**src/rtl/abpt_pkg.sv**
```systemverilog
// Shared types, constants and functions of the audio bucket peak tracker.
package abpt_pkg;

    // Configuration register indexes.
    localparam logic [1:0] REG_SAMPLE_FORMAT = 2'd0;
    localparam logic [1:0] REG_CHANNEL_COUNT = 2'd1;
    localparam logic [1:0] REG_FRAME_COUNT   = 2'd2;
    localparam logic [1:0] REG_BUCKET_COUNT  = 2'd3;

    localparam logic [31:0] ABS_MASK    = 32'h7FFF_FFFF;
    localparam logic [31:0] INF_BITS    = 32'h7F80_0000;
    localparam logic [16:0] MAX_BUCKETS = 17'd65536;
    localparam int          PROD_W      = 49;

    // Configuration as seen by the front and back parts.
    typedef struct packed {
        logic        sample_format;
        logic [15:0] channel_count;
        logic [31:0] frame_count;
        logic [16:0] bucket_count;
    } cfg_t;

    // One completed frame handed from the front to the back.
    typedef struct packed {
        logic [31:0] frame_number;
        logic [31:0] frame_peak;
        logic        last;
        logic        first;
    } frame_rec_t;

    typedef enum logic [1:0] {
        BK_IDLE,
        BK_MUL,
        BK_DIV,
        BK_DONE
    } back_state_t;

    // Bucket counts above the maximum act as the maximum.
    function automatic logic [16:0] eff_buckets(input logic [16:0] bc);
        return (bc > MAX_BUCKETS) ? MAX_BUCKETS : bc;
    endfunction

    // Exact float32 magnitude of an int16 sample divided by 32768.
    function automatic logic [31:0] pcm_magnitude(input logic [15:0] v);
        logic [15:0] a;
        logic [3:0]  p;
        logic [15:0] norm;
        logic [7:0]  expo;
        a = v[15] ? (16'd0 - v) : v;
        p = 4'd0;
        for (int i = 0; i < 16; i++) begin
            if (a[i]) begin
                p = 4'(i);
            end
        end
        norm = a << (4'd15 - p);
        expo = 8'd112 + {4'd0, p};
        if (a == 16'd0) begin
            return 32'd0;
        end
        return {1'b0, expo, norm[14:0], 8'd0};
    endfunction

endpackage

```
**src/rtl/abpt_front.sv**
```systemverilog
// Front part: takes samples, tracks the frame peak and hands off completed frames.
module abpt_front import abpt_pkg::*; (
    input  logic        aclk,
    input  logic        aresetn,
    input  cfg_t        cfg,
    input  logic        s_tvalid,
    output logic        s_tready,
    input  logic [31:0] s_tdata,
    input  logic        fifo_full,
    output logic        push,
    output frame_rec_t  push_rec
);

    logic [15:0] pos_reg, pos_next;
    logic [31:0] fn_reg, fn_next;
    logic [31:0] peak_reg, peak_next;
    logic [31:0] mag, peak_upd;
    logic [15:0] pos_inc;
    logic        take;

    assign s_tready = !fifo_full;
    assign take     = s_tvalid && s_tready && (fn_reg < cfg.frame_count);

    // Sample magnitude; NaN never raises the peak.
    always_comb begin
        mag      = cfg.sample_format ? (s_tdata & ABS_MASK) : pcm_magnitude(s_tdata[15:0]);
        peak_upd = (mag <= INF_BITS && mag > peak_reg) ? mag : peak_reg;
        pos_inc  = pos_reg + 16'd1;
    end

    // Channel counting and frame completion.
    always_comb begin
        pos_next  = pos_reg;
        fn_next   = fn_reg;
        peak_next = peak_reg;
        push      = 1'b0;
        push_rec.frame_number = fn_reg;
        push_rec.frame_peak   = peak_upd;
        push_rec.last         = (fn_reg + 32'd1) == cfg.frame_count;
        push_rec.first        = fn_reg == 32'd0;
        if (take) begin
            if (pos_inc != cfg.channel_count) begin
                pos_next  = pos_inc;
                peak_next = peak_upd;
            end else begin
                push      = eff_buckets(cfg.bucket_count) != 17'd0;
                fn_next   = fn_reg + 32'd1;
                pos_next  = 16'd0;
                peak_next = 32'd0;
            end
        end
    end

    always_ff @(posedge aclk) begin
        if (!aresetn) begin
            pos_reg  <= 16'd0;
            fn_reg   <= 32'd0;
            peak_reg <= 32'd0;
        end else begin
            pos_reg  <= pos_next;
            fn_reg   <= fn_next;
            peak_reg <= peak_next;
        end
    end

endmodule

```
**src/rtl/abpt_fifo.sv**
```systemverilog
// Two-entry queue of completed frames between the front and back parts.
module abpt_fifo import abpt_pkg::*; (
    input  logic       aclk,
    input  logic       aresetn,
    input  logic       push,
    input  frame_rec_t push_rec,
    input  logic       pop,
    output logic       full,
    output logic       valid,
    output frame_rec_t head
);

    frame_rec_t  mem_reg [2];
    logic        wr_ptr_reg, rd_ptr_reg;
    logic [1:0]  count_reg;

    assign full  = count_reg == 2'd2;
    assign valid = count_reg != 2'd0;
    assign head  = mem_reg[rd_ptr_reg];

    always_ff @(posedge aclk) begin
        if (push) begin
            mem_reg[wr_ptr_reg] <= push_rec;
        end
    end

    // Pointer and fill count update.
    always_ff @(posedge aclk) begin
        if (!aresetn) begin
            wr_ptr_reg <= 1'b0;
            rd_ptr_reg <= 1'b0;
            count_reg  <= 2'd0;
        end else begin
            if (push) begin
                wr_ptr_reg <= !wr_ptr_reg;
            end
            if (pop) begin
                rd_ptr_reg <= !rd_ptr_reg;
            end
            count_reg <= count_reg + {1'b0, push} - {1'b0, pop};
        end
    end

endmodule

```
**src/rtl/abpt_back.sv**
```systemverilog
// Back part: places each frame in its bucket by a serial divide and keeps the bucket peak.
module abpt_back import abpt_pkg::*; (
    input  logic        aclk,
    input  logic        aresetn,
    input  cfg_t        cfg,
    input  logic        fifo_valid,
    input  frame_rec_t  head,
    output logic        pop,
    output logic        m_tvalid,
    input  logic        m_tready,
    output logic [47:0] m_tdata,
    output logic        m_tlast
);

    back_state_t        state_reg, state_next;
    frame_rec_t         rec_reg;
    logic [PROD_W-1:0]  quot_reg;
    logic [32:0]        rem_reg;
    logic [5:0]         cnt_reg;
    logic [16:0]        cur_bucket_reg;
    logic [31:0]        run_peak_reg;
    logic               out_valid_reg;
    logic [15:0]        out_index_reg;
    logic [31:0]        out_peak_reg;
    logic               out_last_reg;
    logic               load;
    logic [32:0]        rem_shift;
    logic               sub_ok;
    logic [16:0]        bucket;
    logic               new_bucket;
    logic [31:0]        run_new;

    // Next state.
    always_comb begin
        state_next = state_reg;
        case (state_reg)
            BK_IDLE: if (fifo_valid) state_next = BK_MUL;
            BK_MUL:  state_next = BK_DIV;
            BK_DIV:  if (cnt_reg == 6'(PROD_W - 1)) state_next = BK_DONE;
            BK_DONE: if (!out_valid_reg || m_tready) state_next = BK_IDLE;
            default: state_next = BK_IDLE;
        endcase
    end

    // Control outputs.
    always_comb begin
        pop  = (state_reg == BK_IDLE) && fifo_valid;
        load = (state_reg == BK_DONE) && (!out_valid_reg || m_tready);
    end

    // One restoring divide step and the bucket peak update.
    always_comb begin
        rem_shift  = {rem_reg[31:0], quot_reg[PROD_W-1]};
        sub_ok     = rem_shift >= {1'b0, cfg.frame_count};
        bucket     = quot_reg[16:0];
        new_bucket = rec_reg.first || (bucket != cur_bucket_reg);
        if (new_bucket || rec_reg.frame_peak > run_peak_reg) begin
            run_new = rec_reg.frame_peak;
        end else begin
            run_new = run_peak_reg;
        end
    end

    always_ff @(posedge aclk) begin
        if (!aresetn) begin
            state_reg      <= BK_IDLE;
            cur_bucket_reg <= 17'd0;
            run_peak_reg   <= 32'd0;
            out_valid_reg  <= 1'b0;
        end else begin
            state_reg <= state_next;
            if (load) begin
                cur_bucket_reg <= bucket;
                run_peak_reg   <= run_new;
                out_valid_reg  <= 1'b1;
            end else if (m_tready) begin
                out_valid_reg <= 1'b0;
            end
        end
    end

    // Datapath registers.
    always_ff @(posedge aclk) begin
        if (pop) begin
            rec_reg <= head;
        end
        case (state_reg)
            BK_MUL: begin
                quot_reg <= PROD_W'(rec_reg.frame_number)
                            * PROD_W'(eff_buckets(cfg.bucket_count));
                rem_reg  <= 33'd0;
                cnt_reg  <= 6'd0;
            end
            BK_DIV: begin
                rem_reg  <= sub_ok ? (rem_shift - {1'b0, cfg.frame_count}) : rem_shift;
                quot_reg <= {quot_reg[PROD_W-2:0], sub_ok};
                cnt_reg  <= cnt_reg + 6'd1;
            end
            default: ;
        endcase
        if (load) begin
            out_index_reg <= bucket[15:0];
            out_peak_reg  <= run_new;
            out_last_reg  <= rec_reg.last;
        end
    end

    assign m_tvalid = out_valid_reg;
    assign m_tdata  = {out_peak_reg, out_index_reg};
    assign m_tlast  = out_last_reg;

endmodule

```
**src/rtl/audio_bucket_peak_tracker_top.sv**
```systemverilog
// Top level of the audio bucket peak tracker: registers, front, queue and back.
//
//   channel   dir   payload
//   s_        in    tdata[31:0] sample_bits
//   m_        out   tdata[15:0] bucket_index, [47:16] bucket_peak; tlast final_frame
//   cfg_      in    write only: cfg_index selects the register, cfg_wdata the value
//
// The back part loads each completed frame, multiplies its number 32x17 by the bucket
// count, divides the product by frame_count in a serial divide and hands off
// the result once the output is free. A two-word queue lets the front keep taking
// samples meanwhile; s_tready drops when it is full. Reset (aresetn low, synchronous)
// clears the state, counters and running peaks, but not the datapath registers.
module audio_bucket_peak_tracker_top import abpt_pkg::*; (
    input  logic        aclk,
    input  logic        aresetn,
    input  logic        cfg_wr_en,
    input  logic [1:0]  cfg_index,
    input  logic [31:0] cfg_wdata,
    input  logic        s_tvalid,
    output logic        s_tready,
    input  logic [31:0] s_tdata,    // sample_bits
    output logic        m_tvalid,
    input  logic        m_tready,
    output logic [47:0] m_tdata,    // bucket_index, bucket_peak
    output logic        m_tlast
);

    cfg_t       cfg_reg;
    logic       push, pop, fifo_full, fifo_valid;
    frame_rec_t push_rec, head;

    // Configuration registers.
    always_ff @(posedge aclk) begin
        if (!aresetn) begin
            cfg_reg.sample_format <= 1'b0;
            cfg_reg.channel_count <= 16'd1;
            cfg_reg.frame_count   <= 32'd1;
            cfg_reg.bucket_count  <= 17'd1;
        end else if (cfg_wr_en) begin
            case (cfg_index)
                REG_SAMPLE_FORMAT: cfg_reg.sample_format <= cfg_wdata[0];
                REG_CHANNEL_COUNT: cfg_reg.channel_count <= cfg_wdata[15:0];
                REG_FRAME_COUNT:   cfg_reg.frame_count   <= cfg_wdata;
                REG_BUCKET_COUNT:  cfg_reg.bucket_count  <= cfg_wdata[16:0];
                default: ;
            endcase
        end
    end

    abpt_front u_front (
        .aclk(aclk), .aresetn(aresetn), .cfg(cfg_reg),
        .s_tvalid(s_tvalid), .s_tready(s_tready), .s_tdata(s_tdata),
        .fifo_full(fifo_full), .push(push), .push_rec(push_rec)
    );

    abpt_fifo u_fifo (
        .aclk(aclk), .aresetn(aresetn), .push(push), .push_rec(push_rec),
        .pop(pop), .full(fifo_full), .valid(fifo_valid), .head(head)
    );

    abpt_back u_back (
        .aclk(aclk), .aresetn(aresetn), .cfg(cfg_reg),
        .fifo_valid(fifo_valid), .head(head), .pop(pop),
        .m_tvalid(m_tvalid), .m_tready(m_tready), .m_tdata(m_tdata), .m_tlast(m_tlast)
    );

    // The queue is never written while full.
    a_no_overflow: assert property (@(posedge aclk) disable iff (!aresetn)
        !(push && fifo_full))
        else $error("frame queue overflow");

    // The back part never pops an empty queue.
    a_no_underflow: assert property (@(posedge aclk) disable iff (!aresetn)
        pop |-> fifo_valid)
        else $error("frame queue underflow");

    // A result is only reported below the bucket count.
    a_bucket_range: assert property (@(posedge aclk) disable iff (!aresetn)
        m_tvalid |-> ({1'b0, m_tdata[15:0]} < eff_buckets(cfg_reg.bucket_count)))
        else $error("bucket index out of range");

endmodule
```
**config.mk**
```make
export PLATFORM = sky130hd
export DESIGN_NAME = audio_bucket_peak_tracker_top
export DESIGN_NICKNAME = d
export VERILOG_FILES = /design/src/rtl/abpt_pkg.sv /design/src/rtl/abpt_front.sv /design/src/rtl/abpt_fifo.sv /design/src/rtl/abpt_back.sv /design/src/rtl/audio_bucket_peak_tracker_top.sv
export SDC_FILE = /design/constraint.sdc
export NUM_CORES = 2
export LEC_CHECK = 0
export ABC_AREA = 1
export BUFFER_PORTS_ARGS = -buffer_cell sky130_fd_sc_hd__buf_2
export CAP_MARGIN = 20
export CORE_MARGIN = 8
export CORE_UTILIZATION = 65
export DETAILED_ROUTE_END_ITERATION = 12
export PLACE_DENSITY = 0.89
export SYNTH_ARGS = -nofsm -noshare
export SYNTH_HDL_FRONTEND = slang
export SYNTH_SLANG_ARGS = --single-unit
```
**constraint.sdc**
```tcl
create_clock -name aclk -period 20.4 [get_ports aclk]
set_input_delay 4.08 -clock aclk [delete_from_list [all_inputs] [get_ports aclk]]
set_output_delay 4.08 -clock aclk [all_outputs]
set_load 0.05 [all_outputs]
```
== After elaboration in Yosys (flattened, before gate mapping) ==
Memories as Yosys holds them, arrays and structs flattened. A register that Yosys moved wholly into a read port is not among the register bits.
Cells that the tools add are included.

* Register bits: 338
* Latch bits: 0
* Bits in writable memories: 132
* Bits in read-only memories: 0
* Bits of input ports: 71
* Output and inout bits: 51
* Word-level logic and storage cells: 118
* Memories kept: 1

{| class="wikitable"
|+ Memory list
! name !! words !! bits a word !! rd ports !! clocked after Yosys merged registers in !! wr ports !! RTL line !! source
|-
| u_fifo.mem_reg || 2 || 66 || 1 || 1 || 1 || abpt_fifo.sv:13 || <nowiki>frame_rec_t mem_reg [2];</nowiki>
|}

* Add/sub/neg operators: 9
* Multipliers: 1
* Div/mod/pow operators: 0
* Order comparisons: 6
* Equal/unequal tests: 14
* Shift operators: 1
* Mux-type cells: 39
* Bitwise gates (word level): 1
* Reduce and logical (&&, ||, !) cells: 26

{| class="wikitable"
|+ Operators by type and width
! kind !! count
|-
| 32-bit two-way mux || 7
|-
| 49-bit one-hot mux with 2 select lines || 1
|-
| 32-bit > comparator || 2
|-
| 32-bit one-hot mux with 2 select lines || 1
|-
| 4-bit two-way mux || 14
|-
| 32-bit by 17-bit multiplier with 49-bit output || 1
|-
| 33-bit by 32-bit >= comparator with 1-bit output || 1
|-
| 32-bit by 1-bit adder with 32-bit output (second input constant) || 1
|-
| 32-bit == test || 1
|-
| 32-bit by 31-bit <= comparator with 1-bit output (second input constant) || 1
|-
| 32-bit zero test || 1
|-
| 32-bit < comparator || 1
|-
| 16-bit two-way mux || 2
|-
| 32-bit subtractor || 1
|-
| 17-bit > comparator (second input constant) || 1
|-
| 17-bit two-way mux || 1
|-
| 17-bit != test || 1
|-
| 17-bit nonzero test || 1
|-
| 16-bit by 1-bit adder with 16-bit output (second input constant) || 1
|-
| 16-bit zero test || 1
|-
| 16-bit != test || 1
|-
| 16-bit by 4-bit left shift with 15-bit output || 1
|-
| 1-bit by 16-bit subtractor with 16-bit output (first input constant) || 1
|-
| 6-bit one-hot mux with 2 select lines || 1
|-
| 21 further kinds || 52
|}

== Longest topological paths before layout ==
* Word-level depth: 25
* Mapped depth: 42
* Mapped depth without buffers: 42

== Cells and area by module ==
Synthesis repeated with hierarchy kept, for this count alone.

* Cells, all modules: 5740
* Area, all modules: 46928.8 µm²

{| class="wikitable"
|+ By module, submodules not included
! module !! instances !! cells each !! area an instance (µm²) !! seq. area each (µm²)
|-
| abpt_back || 1 || 3742 || 30818.3 || 7106.8
|-
| abpt_front || 1 || 1344 || 8286.7 || 1601.5
|-
| abpt_fifo || 1 || 238 || 5148.7 || 4063.9
|-
| audio_bucket_peak_tracker_top || 1 || 416 || 2675.1 || 1321.3
|}

== Worst setup path after synthesis ==
Ideal clock, no wire load.

* Path type: in2reg
* From: in s_tdata[0]
* To: mem u_fifo.mem_reg[0][10] (netlist name) (data pin)
* Setup time: 258 ps
* Data arrival time: 7893 ps
* Required time: 20142 ps
* Setup slack: 12249 ps
* Stages on the path: 28
* Buffers on the path: 1
* Cells stage by stage: inv_1 ha_1 nand2_1 nor2_2 nor2_4 nor2_1 nand3_1 nand2_1 or2_1 nand2_1 nor2_2 nand2_1 nor2_2 nor2_4 inv_2 nand2_1 a21oi_1 inv_1 ha_1 nand2_1 nor4_1 inv_1 nor4_1 a221oi_1 a31oi_1 clkbuf_1 nand3_1 and2_1

{| class="wikitable"
|+ RTL lines
! element !! RTL line !! source
|-
| start: declaration || audio_bucket_peak_tracker_top.sv:21 || <nowiki>input logic [31:0] s_tdata,</nowiki>
|-
| end: declaration || abpt_fifo.sv:13 ||
|}

== Final worst setup path ==
* From: reg cfg_reg[14] (netlist name)
* To: reg u_back.quot_reg[47] (data pin)

* Longest elaborated chain between the ends: 4

{| class="wikitable"
|+ Ends and longest elaborated chain
! element !! RTL line !! source
|-
| start: declaration || audio_bucket_peak_tracker_top.sv:28 || <nowiki>cfg_t cfg_reg;</nowiki>
|-
| 17-bit > comparator || abpt_pkg.sv:40 || <nowiki>return (bc > MAX_BUCKETS) ? MAX_BUCKETS : bc;</nowiki>
|-
| 17-bit two-way mux * || abpt_pkg.sv:40 ||
|-
| 32-bit by 17-bit multiplier with 49-bit output * || abpt_back.sv:90 || <nowiki>* PROD_W'(eff_buckets(cfg.bucket_count));</nowiki>
|-
| 49-bit one-hot mux with 2 select lines * || abpt_back.sv:87 || <nowiki>case (state_reg)</nowiki>
|-
| end signal: assignment || abpt_back.sv:89 || <nowiki>quot_reg <= PROD_W'(rec_reg.frame_number)</nowiki>
|-
| end signal: assignment || abpt_back.sv:96 || <nowiki>quot_reg <= {quot_reg[PROD_W-2:0], sub_ok};</nowiki>
|-
| end: declaration || abpt_back.sv:17 || <nowiki>logic [PROD_W-1:0] quot_reg;</nowiki>
|}

Mark *: on every way between the ends. The rest lies on a longest branch, timed or not.
A chain may end at the register's enable or synchronous reset.

==> flow_summary.toml <==
[synth]
synth-main-ff-cell = "edfxtp_1"
synth_area_leader_cell = "edfxtp_1"
yosysWarnings = 0
syn-cell-area_sq_mm = 0.0441
async_reset_ff_frac = 0
synth_cell_types = 59
yosysTopAreaCellShare = 0.227
syn-instance-count = 5267
seq_area_frac_synth = 0.319
synth_area_leaders = "edfxtp_1, fa_1, nand2_1"
postSynthAreaPerCell_sq_um = 8.38
synth.net_count = 6049
synth_commonest_cells = "nand2_1, inv_1, fa_1"
synth_most_common_cell = "nand2_1"
ys_ff_latch = 536
synth_edf_count = 334

[setup_path]
cpPeakStageDelay_ps = 1170
path_delay_family = "adder cells"
slowest_stage = "clkinv_1"
r2r_start = "cfg_reg[14]"
cp-start-kind = "register"
required_ps = 20750
end_kind = "register"
crit_path_start = "cfg_reg[14]"
path_class = "register to register"
arrival_ps = 10730
path_buf_inv = 8
crit_top_cell = "nand2_1"
cp_max_fo = 26

[cts]
numCtsBuffers = 52
htree_levels = 2
root_buffer = "clkbuf_16"
clk_path_buf_depth = 3
cts_resized = 0
clock_latency_ps = 630
clkSlewWorstSetupHoldPaths_ps = 70
cts_setup_buffers = 0
clkSinkCount = 536
cts_tree = "yes"
cts_hold_buf = 0

[global_route]
antenna_found_initial = 2
first_global_vias = 37800
grt_pass1_wl_um = 192000
gr-total-overflow = 0
grt_max_degree = 82
grt_usage = 0.307

[floorplanning]
dieArea_sq_mm = 0.0765
initial_core_util = 0.657
die-width_um = 277
rows = 95
ioPinCount = 122
dieHeight_um = 277
core_area_sq_mm = 0.0672

[sta]
slew_headroom = 0.271
maxSlewViolCount = 0
finalCriticalPeriod_ps = 10380
setup_violations = 0
fmax_ghz = 0.0964
rsz0062_at_grt = "false"
max_slew.worst_pin.slew_ps = 1090
finClkSkew_ps = 47.8
fin_ws_ps = 10020
hold_violations = 0
fin_crit_sh = 0.509
fin_setup_tns_ps = 0

[route]
drcViolationCount = 0
first_iter_violations = 4370
ant_nets = 0
wl_um = 118000
vias = 36800
firstDrtPassIters = 7
wl_per_cell_um = 19.1
avgViaCountPerCell = 5.94

[placed_design]
hpwlAfterDp_um = 84500
place_congestion = 1.02
dp_slack_ps = 10200
port_buffers = 120

[job]
cap_violations = 0

[status]
status = "completed"

[pwr]
vdd_drop_max_uv = 130
leakage_nw = 22.2
pwr_density_cell_mw_per_mm2 = 129

[cells_and_area]
drive_above_1_share = 0.0708
largest_register_ffs = 132
fin_nets = 6051
area_growth_pct = 6.58
fill_cells = 4677

[worst_hold_path]
hp-class = "register to register"
worstHoldStart = "u_back.rec_reg[1]"
-- cells in the final DEF (no fill, tap or decap), drive strengths merged, types with 5 or more instances in the layout --
cell,n
nand2,1177
inv,962
fa,450
nor2,445
edfxtp,334
a21oi,322
ha,261
nand3,244
o21ai,243
dfxtp,202
buf,158
xor2,102
clkbuf,62
or2,45
nor3,38
clkinv,34
nand4,33
and2,31
nor4,30
xnor2,21
a31oi,21
a21boi,17
a211oi,15
o21a,9
clkinvlp,8
o31ai,6
o221ai,5
o211ai,5
-- path summary, 6_finish.rpt --
path	depth (start not counted)	end	slack [ps]
min reg2reg	0	u_back.m_tlast	440
max	38	u_back.quot_reg[47]	10020
min	0	u_back.m_tlast	440
max reg2reg	38	u_back.quot_reg[47]	10020
-- where the power goes --
part	total (mW)	internal, mW	switching (mW)	leakage [nW]
sequential	1.79	1.57	0.222	4.76
combinational	3.33	1.16	2.17	16.6
clock	0.959	0.526	0.433	0.800
-- layer usage --
layer,GRT usage,routed length [um]
met3,0.0670,13000
met1,0.369,42100
met2,0.512,55300
met4,0.171,7480
met5,0,0
-- cell type report --
| cell class | instances | area (sq um) | share of cell area |
|---|---|---|---|
| multi-input combinational | 3549 | 25700 | 0.545 |
| tap | 873 | 1090 | 0.0232 |
| inverter | 972 | 3650 | 0.0776 |
| sequential | 536 | 14100 | 0.299 |
| clock buffer | 62 | 1380 | 0.0293 |
| timing repair buffer | 158 | 886 | 0.0188 |
| clock inverter | 35 | 303 | 0.00644 |
| antenna | 3 | 7.51 | 0.000160 |
-- through the flow --
stage | std cells | total power [mW] | hold WS [ps] | cell area, sq um | util
2_1_floorplan | 5267 | 4.16 | 400 | 44100 | -
3_3_place_gp | 6088 | 4.88 | 412 | 45400 | 0.675
3_5_place_dp | 6088 | 5.01 | 419 | 45400 | 0.675
4_1_cts | 6185 | 6.02 | 437 | 47000 | 0.700
5_1_grt | 6185 | 6.54 | 448 | 47000 | 0.700
6_report | 6188 | 6.08 | 441 | 47000 | 0.701
-- worst register-to-register path, delay by kind of cell, from the launching register on --
family	cells	cell delay, ps
buffers and inverters	8	1780
flip-flops	1	310
AND/OR/NAND/NOR	16	3040
AO/OA/AOI/OAI	7	1690
adder cells (fa/ha/maj)	7	3300
-- cells by family (layout without fill, tap and decap cells) --
group                      count (synthesis)  after routing  share of synthesized area
and+or+nand+nor                         2051           2051                      0.195
buffers and inverters                   1182           1227                      0.102
adders and majority gates                711            711                      0.278
AOI/OAI and AO/OA                        664            664                     0.0818
DFF                                      536            536                      0.319
xor gates and xnor gates                 123            123                     0.0246
other                                      0              3                          0
Power figures use the tool's default switching activity.
